File: src/design/lc_period_meter_macros.svh
// Assertion macros shared by the LC period meter design files.
// Clocked on i_clk; LCPM_ASSERT is disabled while i_rst_n is low, LCPM_ASSERT_ALWAYS is not.
`ifndef LC_PERIOD_METER_MACROS_SVH
`define LC_PERIOD_METER_MACROS_SVH

`ifndef ASSERT_OFF
// checked property, masked during reset
`define LCPM_ASSERT(lbl, prop, msg) \
    lbl: assert property (@(posedge i_clk) disable iff (!i_rst_n) (prop)) else $error(msg);
// checked property, also evaluated during reset
`define LCPM_ASSERT_ALWAYS(lbl, prop, msg) \
    lbl: assert property (@(posedge i_clk) (prop)) else $error(msg);
`else
`define LCPM_ASSERT(lbl, prop, msg)
`define LCPM_ASSERT_ALWAYS(lbl, prop, msg)
`endif

`endif

File: src/design/lcpm_pkg.sv
// Shared types and constants for the LC period meter.
// No dependencies; imported by lcpm_serial_mul, lc_period_meter and the testbench.
package lcpm_pkg;

    localparam int MUL_W  = 32;
    localparam int STEP_W = 6;
    localparam int TIME_W = 16;
    localparam int SCL_W  = 40;   // product >> 24

    localparam logic [STEP_W-1:0] SQR_STEPS = STEP_W'(TIME_W);
    localparam logic [STEP_W-1:0] SCL_STEPS = STEP_W'(MUL_W);

    localparam logic [SCL_W-1:0] WINDOW_MAX = SCL_W'(256000);  // 1000.0 in Q32.8
    localparam logic [MUL_W-1:0] CAP_SCALE_RST = 32'd10876446;
    localparam logic [MUL_W-1:0] IND_SCALE_RST = 32'd10876446;

    typedef enum logic [1:0] {
        REQ_OVF  = 2'd0,
        REQ_CAP  = 2'd1,
        REQ_MODE = 2'd2,
        REQ_READ = 2'd3
    } t_req;

    typedef enum logic {
        CFG_CAP_SCALE = 1'b0,
        CFG_IND_SCALE = 1'b1
    } t_cfg_idx;

    typedef enum logic [2:0] {
        ST_IDLE,
        ST_SQR,
        ST_SCL,
        ST_SUB,
        ST_FIN
    } t_state;

    typedef struct packed {
        logic              start;
        logic [STEP_W-1:0] steps;
    } t_mul_ctrl;

    typedef struct packed {
        logic busy;
        logic done;
    } t_mul_stat;

endpackage

File: src/design/lcpm_serial_mul.sv
// Bit-serial shift-add multiplier, one multiplier bit per cycle.
// Depends on lcpm_pkg and lc_period_meter_macros.svh.
`include "lc_period_meter_macros.svh"

module lcpm_serial_mul
    import lcpm_pkg::*;
(
    input  logic             i_clk,
    input  logic             i_rst_n,
    input  t_mul_ctrl        i_ctrl,
    input  logic [MUL_W-1:0] i_a,
    input  logic [MUL_W-1:0] i_b,
    output t_mul_stat        o_stat,
    output logic [MUL_W-1:0] o_hi,
    output logic [MUL_W-1:0] o_lo
);

    logic [MUL_W-1:0]  r_a, r_hi, r_lo;
    logic [MUL_W-1:0]  n_hi, n_lo;
    logic [MUL_W:0]    n_sum;
    logic [STEP_W-1:0] r_cnt;
    logic              r_busy, r_done, n_done;

    // add multiplicand on the current multiplier bit, then shift right
    always_comb begin
        n_sum  = {1'b0, r_hi} + (r_lo[0] ? {1'b0, r_a} : '0);
        n_hi   = n_sum[MUL_W:1];
        n_lo   = {n_sum[0], r_lo[MUL_W-1:1]};
        n_done = r_busy && (r_cnt == STEP_W'(1));
    end

    always_ff @(posedge i_clk) begin
        if (!i_rst_n) begin
            r_busy <= 1'b0;
            r_done <= 1'b0;
            r_cnt  <= '0;
        end else if (i_ctrl.start) begin
            r_busy <= 1'b1;
            r_done <= 1'b0;
            r_cnt  <= i_ctrl.steps;
        end else begin
            r_done <= n_done;
            if (r_busy) begin
                r_cnt <= r_cnt - STEP_W'(1);
                if (n_done) begin
                    r_busy <= 1'b0;
                end
            end
        end
    end

    always_ff @(posedge i_clk) begin
        if (i_ctrl.start) begin
            r_a  <= i_a;
            r_hi <= '0;
            r_lo <= i_b;
        end else if (r_busy) begin
            r_hi <= n_hi;
            r_lo <= n_lo;
        end
    end

    assign o_stat.busy = r_busy;
    assign o_stat.done = r_done;
    assign o_hi        = r_hi;
    assign o_lo        = r_lo;

    `LCPM_ASSERT(a_no_restart, i_ctrl.start |-> !r_busy, "start while multiplier busy")
    `LCPM_ASSERT(a_done_after_busy, r_done |-> $past(r_busy), "done without a run")
    `LCPM_ASSERT(a_done_pulse, r_done |=> !r_done, "done held for more than one cycle")

endmodule

File: src/design/lc_period_meter.sv
// LC period meter top level: request decode, sequencer, result register.
// Depends on lcpm_pkg, lcpm_serial_mul and lc_period_meter_macros.svh.
//
//  channel   direction  handshake                    payload
//  in        sink       i_in_valid / o_in_ready      i_req_type, i_captured_time
//  out       source     o_out_valid / i_out_ready    o_reading, o_is_reference,
//                                                    o_meter_mode
//  cfg       sink       i_cfg_we (no wait)           i_cfg_idx, i_cfg_data
//
// Overflow, capture and mode transactions are handled on acceptance, without the multiplier.
// A read runs the square and then the scaling in the bit-serial multiplier,
// then the subtract and the result load.
// A finished result waits in the output register; new input is taken meanwhile,
// and a following read stalls only at its final load.
// Reset (synchronous, active low) clears mode, calibration and the period.
`include "lc_period_meter_macros.svh"

module lc_period_meter
    import lcpm_pkg::*;
(
    input  logic              i_clk,
    input  logic              i_rst_n,
    // request channel
    input  logic              i_in_valid,
    output logic              o_in_ready,
    input  logic [1:0]        i_req_type,
    input  logic [TIME_W-1:0] i_captured_time,
    // result channel
    output logic              o_out_valid,
    input  logic              i_out_ready,
    output logic [MUL_W-1:0]  o_reading,
    output logic              o_is_reference,
    output logic              o_meter_mode,
    // configuration
    input  logic              i_cfg_we,
    input  logic              i_cfg_idx,
    input  logic [MUL_W-1:0]  i_cfg_data
);

    t_state r_state, n_state;

    logic [MUL_W-1:0]  r_cap_scale, r_ind_scale;
    // Only the low 16 bits of the period reach the square, and those are
    // independent of the overflow count, so neither the count nor the upper
    // period bits are kept.
    logic [TIME_W-1:0] r_last_edge, r_period;
    logic              r_mode, r_calibrated;
    logic [MUL_W-1:0]  r_ref;
    logic [MUL_W-1:0]  r_factor;
    logic              r_is_ref;
    logic [SCL_W-1:0]  r_scaled;
    logic [SCL_W:0]    r_diff;    // top bit is the borrow
    logic              r_out_valid;
    logic [MUL_W-1:0]  r_reading;
    logic              r_out_ref, r_out_mode;

    logic              w_in_acc, w_read_acc, w_out_free, w_load_out;
    logic [MUL_W-1:0]  w_sat, w_meas, w_result;
    t_req              w_req;

    t_mul_ctrl         w_mul_ctrl;
    t_mul_stat         w_mul_stat;
    logic [MUL_W-1:0]  w_mul_a, w_mul_b, w_mul_hi, w_mul_lo;

    assign w_req      = t_req'(i_req_type);
    assign w_in_acc   = i_in_valid && o_in_ready;
    assign w_read_acc = w_in_acc && (w_req == REQ_READ);
    assign w_out_free = !r_out_valid || i_out_ready;

    lcpm_serial_mul u_mul (
        .i_clk   (i_clk),
        .i_rst_n (i_rst_n),
        .i_ctrl  (w_mul_ctrl),
        .i_a     (w_mul_a),
        .i_b     (w_mul_b),
        .o_stat  (w_mul_stat),
        .o_hi    (w_mul_hi),
        .o_lo    (w_mul_lo)
    );

    // next state
    always_comb begin
        n_state = r_state;
        case (r_state)
            ST_IDLE: if (w_read_acc)        n_state = ST_SQR;
            ST_SQR:  if (w_mul_stat.done)   n_state = ST_SCL;
            ST_SCL:  if (w_mul_stat.done)   n_state = ST_SUB;
            ST_SUB:                         n_state = ST_FIN;
            ST_FIN:  if (w_out_free)        n_state = ST_IDLE;
            default:                        n_state = ST_IDLE;
        endcase
    end

    // sequencer outputs
    always_comb begin
        o_in_ready       = 1'b0;
        w_mul_ctrl.start = 1'b0;
        w_mul_ctrl.steps = SQR_STEPS;
        w_mul_a          = {{(MUL_W-TIME_W){1'b0}}, r_period};
        w_mul_b          = {{(MUL_W-TIME_W){1'b0}}, r_period};
        w_load_out       = 1'b0;
        case (r_state)
            ST_IDLE: begin
                o_in_ready       = 1'b1;
                w_mul_ctrl.start = w_read_acc;
            end
            ST_SQR: begin
                // square sits in {hi, lo upper half} after a 16-step run
                w_mul_ctrl.start = w_mul_stat.done;
                w_mul_ctrl.steps = SCL_STEPS;
                w_mul_a          = r_factor;
                w_mul_b          = {w_mul_hi[TIME_W-1:0], w_mul_lo[MUL_W-1:TIME_W]};
            end
            ST_FIN: begin
                w_load_out = w_out_free;
            end
            default: begin
            end
        endcase
    end

    // result formatting: saturate the reference, window the measurement
    always_comb begin
        w_sat  = (|r_scaled[SCL_W-1:MUL_W]) ? '1 : r_scaled[MUL_W-1:0];
        w_meas = (r_diff[SCL_W] || (r_diff[SCL_W-1:0] > WINDOW_MAX)) ? '0
                                                                    : r_diff[MUL_W-1:0];
        w_result = r_is_ref ? w_sat : w_meas;
    end

    // control state
    always_ff @(posedge i_clk) begin
        if (!i_rst_n) begin
            r_state      <= ST_IDLE;
            r_mode       <= 1'b0;
            r_calibrated <= 1'b0;
            r_out_valid  <= 1'b0;
            r_cap_scale  <= CAP_SCALE_RST;
            r_ind_scale  <= IND_SCALE_RST;
            r_period     <= '0;
            r_last_edge  <= '0;
            r_ref        <= '0;
        end else begin
            r_state <= n_state;

            if (i_cfg_we) begin
                case (t_cfg_idx'(i_cfg_idx))
                    CFG_CAP_SCALE: r_cap_scale <= i_cfg_data;
                    CFG_IND_SCALE: r_ind_scale <= i_cfg_data;
                    default:       r_cap_scale <= r_cap_scale;
                endcase
            end

            if (w_in_acc) begin
                case (w_req)
                    REQ_OVF: begin
                        // low period bits do not depend on the overflow count
                    end
                    REQ_CAP: begin
                        r_period    <= i_captured_time - r_last_edge;
                        r_last_edge <= i_captured_time;
                    end
                    REQ_MODE: begin
                        r_mode       <= ~r_mode;
                        r_calibrated <= 1'b0;
                    end
                    default: begin
                    end
                endcase
            end

            if (w_load_out) begin
                r_out_valid <= 1'b1;
                if (r_is_ref) begin
                    r_ref        <= w_sat;
                    r_calibrated <= 1'b1;
                end
            end else if (i_out_ready) begin
                r_out_valid <= 1'b0;
            end
        end
    end

    // datapath
    always_ff @(posedge i_clk) begin
        if (w_read_acc) begin
            // factors swap between calibration and measurement
            r_is_ref <= !r_calibrated;
            if (!r_calibrated) begin
                r_factor <= r_mode ? r_ind_scale : r_cap_scale;
            end else begin
                r_factor <= r_mode ? r_cap_scale : r_ind_scale;
            end
        end
        if ((r_state == ST_SCL) && w_mul_stat.done) begin
            r_scaled <= {w_mul_hi, w_mul_lo[MUL_W-1:MUL_W-(SCL_W-MUL_W)]};
        end
        if (r_state == ST_SUB) begin
            r_diff <= {1'b0, r_scaled} - {{(SCL_W-MUL_W+1){1'b0}}, r_ref};
        end
        if (w_load_out) begin
            r_reading  <= w_result;
            r_out_ref  <= r_is_ref;
            r_out_mode <= r_mode;
        end
    end

    assign o_out_valid    = r_out_valid;
    assign o_reading      = r_reading;
    assign o_is_reference = r_out_ref;
    assign o_meter_mode   = r_out_mode;

    `LCPM_ASSERT(a_mul_running, (r_state == ST_SQR || r_state == ST_SCL) |-> (w_mul_stat.busy || w_mul_stat.done), "sequencer waits on an idle multiplier")
    `LCPM_ASSERT(a_mode_held, (r_state != ST_IDLE) |=> $stable(r_mode), "mode changed during a read")
    `LCPM_ASSERT(a_cal_with_ref, $rose(r_calibrated) |-> (r_out_valid && o_is_reference), "calibrated without a reference result")
    `LCPM_ASSERT_ALWAYS(a_rst_idle, !i_rst_n |=> (r_state == ST_IDLE && !r_out_valid), "reset did not clear control")

endmodule

File: config.mk
export PLATFORM = sky130hd
export DESIGN_NAME = lc_period_meter
export DESIGN_NICKNAME = d
export VERILOG_FILES = /design/src/design/lcpm_pkg.sv /design/src/design/lcpm_serial_mul.sv /design/src/design/lc_period_meter.sv
export VERILOG_INCLUDE_DIRS = /design/src /design/src/design
export SDC_FILE = /design/constraint.sdc
export NUM_CORES = 1
export LEC_CHECK = 0
export BUFFER_PORTS_ARGS = -buffer_cell sky130_fd_sc_hd__buf_2
export CAP_MARGIN = 5
export CORE_AREA = 2 2 264 136
export DETAILED_ROUTE_END_ITERATION = 12
export DIE_AREA = 0 0 266 138
export GPL_TIMING_DRIVEN = 1
export PLACE_DENSITY_LB_ADDON = 0.1
export SLEW_MARGIN = 20
export SYNTH_ARGS = -nofsm -noshare
export SYNTH_HDL_FRONTEND = slang
export SYNTH_SLANG_ARGS = --single-unit
File: constraint.sdc
create_clock -name i_clk -period 4.6 [get_ports i_clk]
set_input_delay 0.23 -clock i_clk [delete_from_list [all_inputs] [get_ports i_clk]]
set_output_delay 0.23 -clock i_clk [all_outputs]
set_load 0.005 [all_outputs]
==> flow_metrics.tcl, run 1 <==
set metrics [dict create \
    synth_top_cell_area_share_pct 33.51 \
    grt_pass1_wl_um 75520 \
    cts.clk_slew.worst_paths_ns 0.07 \
    period_needed_ns 3.675 \
    synthArstFlopShare_pct 0 \
    synth_edf_count 212 \
    worst-setup-path-type "reg -> reg" \
    root_buffer "clkbuf_16" \
    nets 2154 \
    drtIter0Drc 1342 \
    min_path_type "in -> reg" \
    synth_warnings 0 \
    n_antenna_cell 0 \
    fmax_ghz 0.2721 \
    synth_nets 2064 \
    pin_count 92 \
    leakage_uw 0.008006 \
    path_cells "and2_1, ha_1, fa_1, a21o_1, a2bb2oi_1, a21oi_2, a311oi_2, buf_4, o21ai_1, a31oi_1, nor4_1, a311o_1" \
    gp_congestion 0.9015 \
    cp.arrival_ns 4.09 \
    yosysSeqAreaShare_pct 51.85 \
    grt_max_degree 66 \
    cts_buffers 36 \
    clk_latency_ns 0.54 \
    grt_usage_pct 25.68 \
    fin_setup_tns_ns 0 \
    reg_top3 "r_diff: 41 flops, r_scaled: 40 flops" \
    startpoint_type "flip-flop" \
    drt_first_pass_iters 5 \
    drive_gt1_share_pct 11.61 \
    cp_slowest_stage_delay_ns 0.72 \
    vdd_drop_max_v 0.0002752 \
    vias 14641 \
    setup_viol 0 \
    die_area_um2 36710 \
    synth-seq-cells 386 \
    layout_setup_ws_ns 0.9252 \
    drv_cap 0 \
    crit_buf_inv 1 \
    wirelength_um 46830 \
    grt_antenna_before_repair 0 \
    hold_violations 0 \
    slew-limit-headroom_pct 32.38 \
    grt_pass1_vias 13911 \
    htree_levels 2 \
    postCtsSetupBuffers 0 \
    status "finished clean" \
    largest_register "r_diff" \
    yosysTopAreaCell "edfxtp_1" \
    tightest_slew_ns 1.014 \
    die_h_um 138 \
    tritoncts "done" \
    overflow 0 \
    portBuffers 91 \
    start_util_pct 54.55 \
    cp_max_fo 32 \
    finalCritPeriodShare_pct 79.89 \
    end_kind "flip-flop" \
    place_ws_ns 1.008 \
    drv_slew 0 \
    cts_buffer_depth 3 \
    core.rowCount 49 \
    largest_register_ffs 41 \
    nFillCells 2841 \
    rsz0062_at_grt "no" \
    ant_nets 0 \
    post-dp-hpwl_um 32440 \
    critical_path.slowest_cell "edfxtp_1" \
    area_growth_pct 13.88 \
    synth_cell_type_count 76 \
    regArea_um2 9849 \
    clock_sinks 386 \
    netlist_instances 1924 \
    syn_avg_cell_area_um2 9.873 \
    routed_via_density 5.854 \
    die_w_um 266 \
    path_delay_family "compound AO/OA/AOI/OAI gates" \
    core-area_um2 34820 \
    synthTopCellsByArea "edfxtp_1 34%, dfxtp_1 18%, nand2_1 6.5%" \
    fin_skew_ns 0.02070 \
    synth_ff_type "edfxtp_1" \
    drc 0 \
    cp.required_ns 5.02 \
    multi_input_area_um2 8463 \
    p_per_area_nw_per_um2 381.5 \
    netlist_area_um2 19000 \
    routedWlPerCell_um 18.72 \
]
[report_power, final]
group	total [uW]	switching [uW]	internal (uW)
Clock	3300	1330	1970
Combinational	943	540	403
Sequential	4010	183	3820
[cell families after synthesis]
| kind of cell | Yosys count | share of synthesized area, % |
|---|---|---|
| compound gates | 442 | 15.72 |
| xor+xnor | 61 | 2.813 |
| fa+ha+maj | 84 | 5.651 |
| buf+inv | 192 | 3.932 |
| flops | 386 | 51.85 |
| mux | 50 | 2.845 |
| simple gates | 709 | 17.19 |
[per-layer routing]
metal  part of all wire (%)  GRT usage, %  up-vias
met2                     42         35.94      364
met1                     51         41.29     7117
met5                      0             0        -
met4                    1.3         5.174        0
li1                       -             -     7112
met3                    6.3         4.489       48
[worst paths after layout]
check | startpoint | cells past startpoint | slack (ns) | endpoint
min | i_out_ready | 4 | 0.11 | o_out_valid$_SDFFE_PN0P_
max | u_mul.o_lo[0]$_DFFE_PP_ | 12 | 0.93 | u_mul.o_hi[27]$_SDFFE_PP0P_
min reg2reg | r_period[9]$_SDFFE_PN0P_ | 2 | 0.45 | r_period[9]$_SDFFE_PN0P_
max reg2reg | u_mul.o_lo[0]$_DFFE_PP_ | 12 | 0.93 | u_mul.o_hi[27]$_SDFFE_PP0P_
[layout make-up]
type	count	share of cell area, %
flip-flops and latches	386	45.53
clock inverters	14	1.128
clock buffers	52	4.945
multi-input cells	1346	39.12
well taps	459	2.655
repair buffers	162	5.194
inverters	82	1.429
[cell usage after synthesis (all sizes together) (4+ instances only)]
library cell	n
inv	82
or3	10
nor4	17
nor2b	10
nand3	67
nand4b	4
o21bai	8
nor2	88
mux2i	18
o211ai	5
and3	14
ha	81
nor3	68
a21o	40
a21boi	7
a31oi	16
nand2b	7
buf	24
o21ai	68
a22o	16
o21a	31
o311ai	5
clkbuf	86
nor3b	4
mux2	32
edfxtp	212
a211oi	48
xor2	15
xnor2	46
dfxtp	174
and2	55
o31ai	9
nand4	18
a311o	6
a221o	20
nand3b	5
nand2	329
or2	6
a31o	4
a21oi	132
[placed cells by master, fill, tap and decap left out, types with 10 or more instances in the layout]
master and n:
dlygate4sd3_1 49, and3_1 14, a31oi_1 16, mux2_2 32
xnor2_1 45, a211oi_1 46, dfxtp_1 174, or3_1 10
a21o_1 40, a21oi_1 130, clkbuf_16 40, xor2_1 15
and2_1 55, nor3_1 67, mux2i_1 18, buf_4 21
edfxtp_1 212, nor2_1 86, ha_1 81, inv_1 80
buf_2 91, o21ai_0 64, nand3_1 66, a221o_1 20
nand4_1 18, nor4_1 17, a22o_1 16, nand2_1 328
o21a_1 31
[through the flow]
step	util, %	total power [uW]	cell area (um^2)	hold slack (ns)	cells
2_1_floorplan	-	4669	19000	0.3540	1924
3_3_place_gp	56.90	4942	19820	0.4397	2386
3_5_place_dp	56.92	4971	19820	0.4461	2386
4_1_cts	62.10	8294	21620	0.09169	2501
5_1_grt	62.12	8582	21630	0.1056	2501
6_report	62.12	8252	21630	0.1097	2501
[repair_timing]
| action | in CTS | in global routing |
|---|---|---|
| hold endpoints to repair | 81 | 0 |
| gates resized for setup | 0 | 0 |
| hold buffers | 49 | 0 |
[tightest hold or removal path: stages]
cell and delay, ns:
buf_2 0.08, nor2b_1 0.08, a21oi_1 0.16, nor2_1 0.05
(Power assumes the default switching activity.)
==> inputs of run 2 (changes only) <==
==> constraint.sdc (replaced) <==
create_clock -name i_clk -period 3.3 [get_ports i_clk]
set_input_delay 0.165 -clock i_clk [delete_from_list [all_inputs] [get_ports i_clk]]
set_output_delay 0.165 -clock i_clk [all_outputs]
set_load 0.005 [all_outputs]
==> run 2 against run 1 <==
Effect of this change:
- clock skew shrank 0.0011 ns
- wire length rose by 0.35%
- global-route usage is 0.35 points lower
- sequential share of layout area is 0.071 points lower
- fmax grew 17%
- clock power rose by 28%
- non-clock buffer count increased by 14
- die area unchanged
- final area is 0.16% higher
- combinational power grew 44%
- via count rose by 1.1%
- critical path depth fell by 1
- largest power group unchanged
==> flow_metrics.tcl, run 2 (synthesis gave the netlist of run 1 again) <==
set metrics [dict create \
    routed_via_density 5.890 \
    clock_sinks 386 \
    tightest_slew_ns 1.040 \
    largest_register_ffs 41 \
    largest_register "r_diff" \
    layout_setup_ws_ns 0.1462 \
    drv_cap 0 \
    vdd_drop_max_v 0.0004330 \
    worst-setup-path-type "reg -> reg" \
    cts_buffers 36 \
    die_w_um 266 \
    status "finished clean" \
    n_antenna_cell 0 \
    grt_antenna_before_repair 0 \
    post-dp-hpwl_um 33180 \
    min_path_type "in -> reg" \
    cts_buffer_depth 3 \
    core-area_um2 34820 \
    drive_gt1_share_pct 12.12 \
    gp_congestion 0.9001 \
    routedWlPerCell_um 18.70 \
    startpoint_type "flip-flop" \
    fin_skew_ns 0.01963 \
    portBuffers 91 \
    finalCritPeriodShare_pct 95.57 \
    vias 14802 \
    final_cell_mix "328 x nand2_1, 212 x edfxtp_1, 174 x dfxtp_1" \
    wirelength_um 46990 \
    end_kind "flip-flop" \
    grt_pass1_wl_um 74670 \
    grt_usage_pct 25.34 \
    drv_slew 0 \
    tritoncts "done" \
    nets 2168 \
    stdcell_area_um2 21670 \
    fmax_ghz 0.3171 \
    cts.clk_slew.worst_paths_ns 0.07 \
    root_buffer "clkbuf_16" \
    ant_nets 0 \
    setup_viol 0 \
    slew-limit-headroom_pct 30.61 \
    clk_latency_ns 0.53 \
    cp.arrival_ns 3.55 \
    layout_commonest_cell "nand2_1" \
    core.rowCount 49 \
    grt_pass1_vias 13915 \
    drtIter0Drc 1225 \
    overflow 0 \
    htree_levels 2 \
    place_ws_ns 0.1224 \
    reg_top3 "r_diff: 41 flops, r_scaled: 40 flops" \
    grt_max_degree 67 \
    start_util_pct 54.55 \
    fin_setup_tns_ns 0 \
    period_needed_ns 3.154 \
    die_area_um2 36710 \
    dpl_cell_area_um2 19950 \
    area_growth_pct 14.06 \
    hold_violations 0 \
    leakage_uw 0.008033 \
    pin_count 92 \
    drc 0 \
    p_per_area_nw_per_um2 514.7 \
    cp_max_fo 30 \
    drt_first_pass_iters 6 \
    die_h_um 138 \
    cp.required_ns 3.70 \
]
## run 2: area by class of cell
class                      count  area, um^2
fill                        2891       13160
sequential                   386        9849
multi-input combinational   1346        8487
timing repair buffer         176        1269
clock buffer                  54        1050
tap                          459       574.3
inverter                      82       309.0
clock inverter                10       128.9
## run 2: metal layers
layer	global-route usage, %	vias to the layer above	wire (um)
met5	0	-	0
met3	4.863	42	3405
met1	40.17	7139	23570
met4	3.962	0	520
met2	36.36	477	19500
li1	-	7144	-
## run 2: worst max-delay path: stages, from the launching register on
cell and delay, ns:
edfxtp_1 0.41, buf_4 0.23, and2_1 0.17, ha_1 0.36, a21oi_2 0.20, o22ai_1 0.11
a31o_2 0.27, a31o_2 0.30, a211oi_4 0.34, o31ai_1 0.16, mux2i_1 0.15, a311o_1 0.32
## run 2: final timing paths
kind / from / to / slack (ns) / cells past startpoint
hold / removal: i_out_ready / o_out_valid$_SDFFE_PN0P_ / 0.01 / 4
setup reg to reg: u_mul.o_lo[0]$_DFFE_PP_ / u_mul.o_hi[28]$_SDFFE_PP0P_ / 0.15 / 11
hold reg to reg: r_period[2]$_SDFFE_PN0P_ / r_period[2]$_SDFFE_PN0P_ / 0.45 / 2
setup / recovery: u_mul.o_lo[0]$_DFFE_PP_ / u_mul.o_hi[28]$_SDFFE_PP0P_ / 0.15 / 11
## run 2: metrics by stage
step	util, %	hold slack (ns)	std cells	power [uW]
2_1_floorplan	-	0.2890	1924	6509
3_3_place_gp	57.29	0.3873	2399	6901
3_5_place_dp	57.29	0.3932	2399	6945
4_1_cts	62.11	0.0003282	2513	11200
5_1_grt	62.22	0.06560	2513	11600
6_report	62.22	0.01461	2513	11150
## run 2: where the power goes
group / switching, uW / internal (uW)
Clock: 1780 / 2440
Combinational: 781 / 581
Sequential: 241 / 5330
Total: 2800 / 8350
## run 2: timing repair
item	in CTS	in global routing
setup endpoints to repair	0	9
buffers inserted	0	0
hold buffers	50	0
hold endpoints to repair	84	0
resized for setup	0	6
